===== src/rtl/qpdh_pkg.sv =====
`default_nettype none
package qpdh_pkg;

    localparam int MAX_ITEMS_DEF    = 4096;
    localparam int ELEMENT_BITS_DEF = 8;

    localparam int SUM_W   = 21;
    localparam int SLOPE_W = 33;
    localparam int ICPT_W  = 64;
    localparam int BEST_W  = 63;
    localparam int COEF_A_W = 11;
    localparam int COEF_B_W = 25;
    localparam int COEF_C_W = 25;
    localparam int CFG_DATA_W = 25;
    localparam int CFG_IDX_W  = 2;

    localparam logic signed [63:0] BEST_MAX = 64'sh3FFF_FFFF_FFFF_FFFF;
    localparam logic signed [63:0] BEST_MIN = 64'shC000_0000_0000_0000;

    typedef enum logic [CFG_IDX_W-1:0] {
        CFG_COEF_A = 2'd0,
        CFG_COEF_B = 2'd1,
        CFG_COEF_C = 2'd2
    } t_cfg_idx;

    typedef struct packed {
        logic signed [SLOPE_W-1:0] slope;
        logic signed [ICPT_W-1:0]  icpt;
    } t_line;

    typedef struct packed {
        logic accept;
        logic sq;
        logic sq2;
        logic search;
        logic mul_lines;
        logic scmp;
        logic best;
        logic newl;
        logic top;
        logic popa;
        logic pmag;
        logic pstep;
        logic pdec;
        logic write;
        logic load;
    } t_cmd;

    typedef struct packed {
        logic search_more;
        logic top_push;
        logic n_ge2;
        logic mul_last;
        logic useless;
        logic out_free;
    } t_sts;

endpackage
`default_nettype wire


===== src/rtl/qpdh_ctrl.sv =====
`default_nettype none
module qpdh_ctrl (
    input  logic           i_clk,
    input  logic           i_rst_n,
    input  logic           i_in_valid,
    output logic           o_in_ready,
    input  qpdh_pkg::t_sts i_sts,
    output qpdh_pkg::t_cmd o_cmd
);
    import qpdh_pkg::*;

    typedef enum logic [15:0] {
        ST_IDLE  = 16'h0001,
        ST_SQ    = 16'h0002,
        ST_SQ2   = 16'h0004,
        ST_SRCH  = 16'h0008,
        ST_SMUL  = 16'h0010,
        ST_SCMP  = 16'h0020,
        ST_LMUL  = 16'h0040,
        ST_BEST  = 16'h0080,
        ST_NEWL  = 16'h0100,
        ST_TOP   = 16'h0200,
        ST_POP   = 16'h0400,
        ST_PMAG  = 16'h0800,
        ST_PMUL  = 16'h1000,
        ST_PCMP  = 16'h2000,
        ST_WRITE = 16'h4000,
        ST_DONE  = 16'h8000
    } t_state;

    t_state r_state;
    t_state n_state;

    always_comb begin
        n_state = r_state;
        o_cmd   = '0;
        unique case (r_state)
            ST_IDLE: begin
                if (i_in_valid) begin
                    o_cmd.accept = 1'b1;
                    n_state      = ST_SQ;
                end
            end
            ST_SQ: begin
                o_cmd.sq = 1'b1;
                n_state  = ST_SQ2;
            end
            ST_SQ2: begin
                o_cmd.sq2 = 1'b1;
                n_state   = ST_SRCH;
            end
            ST_SRCH: begin
                o_cmd.search = 1'b1;
                n_state = i_sts.search_more ? ST_SMUL : ST_LMUL;
            end
            ST_SMUL: begin
                o_cmd.mul_lines = 1'b1;
                n_state = ST_SCMP;
            end
            ST_SCMP: begin
                o_cmd.scmp = 1'b1;
                n_state    = ST_SRCH;
            end
            ST_LMUL: begin
                o_cmd.mul_lines = 1'b1;
                n_state = ST_BEST;
            end
            ST_BEST: begin
                o_cmd.best = 1'b1;
                n_state    = ST_NEWL;
            end
            ST_NEWL: begin
                o_cmd.newl = 1'b1;
                n_state    = ST_TOP;
            end
            ST_TOP: begin
                o_cmd.top = 1'b1;
                n_state   = i_sts.top_push ? ST_POP : ST_DONE;
            end
            ST_POP: begin
                if (i_sts.n_ge2) begin
                    o_cmd.popa = 1'b1;
                    n_state    = ST_PMAG;
                end else begin
                    n_state = ST_WRITE;
                end
            end
            ST_PMAG: begin
                o_cmd.pmag = 1'b1;
                n_state    = ST_PMUL;
            end
            ST_PMUL: begin
                o_cmd.pstep = 1'b1;
                if (i_sts.mul_last) begin
                    n_state = ST_PCMP;
                end
            end
            ST_PCMP: begin
                if (i_sts.useless) begin
                    o_cmd.pdec = 1'b1;
                    n_state    = ST_POP;
                end else begin
                    n_state = ST_WRITE;
                end
            end
            ST_WRITE: begin
                o_cmd.write = 1'b1;
                n_state     = ST_DONE;
            end
            ST_DONE: begin
                o_cmd.load = 1'b1;
                if (i_sts.out_free) begin
                    n_state = ST_IDLE;
                end
            end
            default: begin
                n_state = ST_IDLE;
            end
        endcase
    end

    always_ff @(posedge i_clk) begin
        if (!i_rst_n) begin
            r_state <= ST_IDLE;
        end else begin
            r_state <= n_state;
        end
    end

    assign o_in_ready = (r_state == ST_IDLE);

endmodule
`default_nettype wire


===== config.mk =====
export PLATFORM = sky130hd
export DESIGN_NAME = qpdh_ctrl
export DESIGN_NICKNAME = d
export VERILOG_FILES = /design/src/rtl/qpdh_pkg.sv /design/src/rtl/qpdh_ctrl.sv
export SDC_FILE = /design/constraint.sdc
export NUM_CORES = 1
export LEC_CHECK = 0
export ABC_AREA = 0
export BUFFER_PORTS_ARGS = -buffer_cell sky130_fd_sc_hd__buf_2
export CORE_MARGIN = 2
export CORE_UTILIZATION = 55
export CTS_BUF_LIST = sky130_fd_sc_hd__clkbuf_16
export DETAILED_ROUTE_END_ITERATION = 7
export PLACE_DENSITY = 0.89
export SYNTH_ARGS = -nofsm -noshare
export SYNTH_HDL_FRONTEND = slang
export SYNTH_SLANG_ARGS = --single-unit

===== constraint.sdc =====
create_clock -name i_clk -period 4.8 [get_ports i_clk]
set_input_delay 0.96 -clock i_clk [delete_from_list [all_inputs] [get_ports i_clk]]
set_output_delay 0.96 -clock i_clk [all_outputs]
set_load 0.02 [all_outputs]

; ---- After elaboration in Yosys (flattened, before gate mapping)
; Cells that the tools add are included.
[totals]
out_inout_bits = 16
elab_cells = 49
input_bits = 9
ff_bits = 16
[classes]
n_eq_ne = 19
muxes = 26
reduce_logical = 3
[ops]
columns = operator, count
row1 = $pmux W16 S15, 1
row2 = $mux W16, 4
row3 = $mux W15, 2
row4 = $mux W1, 18
row5 = $eq A16 B1 Y1 const B, 1
row6 = $eq A16 B10 Y1 const B, 1
row7 = $eq A16 B11 Y1 const B, 1
row8 = $eq A16 B12 Y1 const B, 1
row9 = $eq A16 B13 Y1 const B, 1
row10 = $eq A16 B14 Y1 const B, 1
row11 = $eq A16 B15 Y1 const B, 1
row12 = $eq A16 B16 Y1 const B, 1
row13 = $eq A16 B2 Y1 const B, 1
row14 = $eq A16 B3 Y1 const B, 1
row15 = $eq A16 B4 Y1 const B, 1
row16 = $eq A16 B5 Y1 const B, 1
row17 = $eq A16 B6 Y1 const B, 1
row18 = $eq A16 B7 Y1 const B, 1
row19 = $eq A16 B8 Y1 const B, 1
row20 = $eq A16 B9 Y1 const B, 1
row21 = $mux W7, 1
row22 = $ne A2 B2 Y1 const B, 3
row23 = $reduce_or A2 Y1, 2
row24 = $reduce_and A3 Y1, 1

; ---- Longest topological paths before layout
[logic_depth]
ltp_word = 3
depth_mapped = 7
depth_no_buf = 5

; ---- Least setup slack after synthesis
; No wires, ideal clock.
[synth_timing]
kind = reg-to-output
from = register r_state[12]
to = output port o_cmd[11] in the netlist's numbering
setup_slack_ns = 1.936
required_ns = 3.840
path_stages_with_launch = 5
arrival_ns = 1.904
n_path_buf = 1
cell_sequence = dfxtp_1 clkbuf_1 nor4_4 nand3_1 nor4_1
[synth_rtl]
columns = item, line
row1 = start: declaration, qpdh_ctrl.sv:31  ; t_state r_state;
row2 = start signal: assignment, qpdh_ctrl.sv:126  ; r_state <= n_state;
row3 = end: declaration, qpdh_ctrl.sv:8  ; output qpdh_pkg::t_cmd o_cmd

==> key figures <==
CTS
  • Post-CTS setup buffer count: 0
  • Number of clock sinks: 16
  • Worst skew pair latency: 0.25 ns
  • CTS root buffer: clkbuf_16
  • Num CTS Buffers: 3
  • TritonCTS clock tree: built
  • Clock-pin slew on the worst setup and hold paths: 0.05 ns
  • Depth of the CTS H-tree: 1
  • # resized after CTS: 0
  • Hold_buf cts: 0
  • CTS max path bufs: 2

Place
  • Final HPWL from detailed placement: 1.904 mm
  • Post-place setup slack: 2.004 ns
  • GP Congestion: 0.8647
  • Number of I/O port buffers: 24
  • # placed instances: 172
  • Placed standard-cell area: 0.001182 mm2

Power and ir drop
  • VDD IR max: 290.8 uV
  • Pleak: 0.5553 nW
  • Net Sw Power: 0.1925 mW
  • PwrDens: 421.8 mW/mm2
  • Net Sw Frac: 36.31%
  • Internal power: 0.3378 mW
  • Logic pwr share: 38.3%
  • Pwr Total: 0.5303 mW
  • Part of the power in the clock network: 30.3%
  • Part of the power in registers: 31.4%

Cells and area
  • Fillers: 151
  • Post-layout instance area: 0.001257 mm2
  • Number of diodes: 0
  • Share of layout cells above drive strength 1: 27.33%
  • Largest register FFs: 16
  • Area Growth Syn to Fin: 18.65%
  • Layout Nets: 161
  • Util after Layout: 71.28%
  • Final std cells w/o fill: 175
  • Largest regs: r_state: 16 flops
  • Top reg by flops: r_state

Die
  • Chip width: 47.90 um
  • Starting Density: 60.07%
  • IO Count: 25
  • Core area: 0.001764 mm2
  • Die Y: 47.90 um
  • Die Area: 0.002294 mm2
  • Num rows: 15

Yosys
  • Yosys reg bits: 16
  • Compound-Gate Fraction of Synth Area: 9.799%
  • Synthesized instance count: 129
  • Synth Area in Simple Gates: 51.36%
  • Mux contribution to synthesized area: 0%
  • Library cells used by synthesis: 39
  • Seq/Total Area, Yosys: 30.22%
  • Synth warn: 0
  • Mean Syn Cell Area: 8.215 um2
  • Main combinational cell family by area after synthesis: simple AND/OR/NAND/NOR gates
  • Post-synthesis cell area: 0.001060 mm2
  • Syn nets: 138
  • XOR/XNOR share of the synthesized area: 4.132%
  • Post-Synth Adder-Cell Area: 0%

Detailed routing
  • DRT Pass-1 Iters: 4
  • Vias per cell: 6.263
  • Starting DRC count in detailed routing: 45
  • Aggregate routed wire length: 2.721 mm
  • Wire length per cell: 15.55 um
  • DR vias: 1096
  • DRC Markers: 0
  • Antenna Nets Post-Route: 0

Timing
  • Final Slew Violations: 0
  • Worst Skew: 0.001952 ns
  • Final Hold Viols: 0
  • Setup WS post-layout: 1.686 ns
  • Final setup viols: 0
  • Setup TNS: 0 ns
  • Final Critical Period: 3.114 ns
  • Final hold slack: 0.5707 ns
  • Final worst path period share: 64.88%
  • Worst Tran Pin Value: 0.5042 ns
  • RSZ-0062 raised after global routing: false
  • Fmax: 321.1 MHz
  • Max-slew headroom: 66.13%

Global route
  • Total grt overflow: 0
  • Total GRT Usage: 27.57%
  • Vias in the first global route: 917
  • Pin count of the biggest net entering global routing: 11
  • Antenna violations before repair: 0
  • First-pass GRT wire length: 4.278 mm

Critical path
  • Worst path required time: 3.84 ns
  • Critical Path Start Type: flip-flop
  • Crit Path Category: reg -> out
  • Max FO, Critical Path: 8
  • Worst setup EP type: output port
  • Critical Path AT: 2.15 ns

Job
  • Max Cap Viol: 0

Status
  • Status: completed

Worst hold path
  • HP Class: reg -> reg
[layout by cell type (no fill, tap or decap), drive strengths merged, types with 4 or more instances in the layout]
master,instances
and3,7
buf,24
dfxtp,16
inv,5
nand2,7
nand3,4
nand4,5
nor2,16
nor3,7
nor3b,5
nor4,11
xor2,4
[kinds of logic after synthesis]
logic type,after synthesis
AND/OR/NAND/NOR,82
flip-flops,16
AO/OA/AOI/OAI,15
buffers and inverters,11
XOR/XNOR,5
[cell type report]
cell class	count	area, um2	share of cell area (%)
clock buffer	3	75.07	5.970
inverter	5	18.77	1.493
multi-input combinational	102	691.9	55.02
sequential	16	320.3	25.47
tap	25	31.28	2.488
timing repair buffer	24	120.1	9.552
[worst max-delay path, cell delays in order (launching register included)]
cell,delay [ns]
dfxtp_1,0.38
nor4_4,0.54
nand3_1,0.30
nor4_1,0.43
buf_2,0.25
[power groups by stage]
stage	clock [mW]	sequential [mW]	combinational (mW)
6_report	0.161	0.167	0.203
3_3_place_gp	0	0.166	0.192
5_1_grt	0.167	0.168	0.222
2_1_floorplan	0	0.162	0.153
3_5_place_dp	0	0.168	0.197
4_1_cts	0.162	0.166	0.199
[worst paths after layout]
kind                            cells past startpoint  slack, ns    endpoint        from
worst max-delay path                                4       1.69   o_cmd[11]  r_state[4]
worst max register to register                      5       2.50  r_state[5]  r_state[9]
worst min-delay path                                2       0.57  r_state[8]  r_state[7]
worst min register to register                      2       0.57  r_state[8]  r_state[7]
[per-layer routing]
layer | track usage [%] | share of wire [%]
met5 | 0 | 0
met2 | 41.87 | 47
met4 | 14.05 | 2.2
met1 | 35.15 | 44
met3 | 8.302 | 6.5
[Yosys cell counts]
| library cell | count | area [um2] |
|---|---|---|
| and4_2 | 1 | 10.01 |
| buf_4 | 1 | 7.510 |
| and4_1 | 1 | 8.760 |
| a21oi_1 | 3 | 15.01 |
| or3b_2 | 1 | 8.760 |
| buf_2 | 2 | 10.01 |
| o221a_2 | 1 | 11.26 |
| o21a_1 | 3 | 22.52 |
| inv_1 | 5 | 18.77 |
| nor2_1 | 16 | 60.06 |
| or3_1 | 2 | 12.51 |
| nor3b_1 | 5 | 37.54 |
| and3_1 | 3 | 18.77 |
| nand3b_2 | 1 | 11.26 |
| and3_2 | 4 | 30.03 |
| or2_2 | 1 | 6.260 |
| nor2b_1 | 1 | 6.260 |
| or4_1 | 1 | 7.510 |
| nand2b_1 | 3 | 18.77 |
| nand3_2 | 1 | 10.01 |
| xnor2_1 | 1 | 8.760 |
| nand4b_1 | 1 | 8.760 |
| nor3_1 | 7 | 35.03 |
| and2_1 | 3 | 18.77 |
| nand2_1 | 7 | 26.28 |
| xor2_1 | 4 | 35.03 |
| nand3_1 | 3 | 15.01 |
| nor4_4 | 4 | 85.08 |
| a21boi_1 | 1 | 7.510 |
| nor4b_1 | 3 | 26.28 |
| clkbuf_1 | 3 | 11.26 |
| o41ai_1 | 1 | 8.760 |
| nor4_1 | 7 | 43.79 |
| nand4_1 | 5 | 31.28 |
| o31a_1 | 1 | 8.760 |
| o21ai_0 | 3 | 15.01 |
| a22oi_1 | 2 | 15.01 |
| nand3b_1 | 1 | 7.510 |
| dfxtp_1 | 16 | 320.3 |
Power figures use the tool's default switching activity.
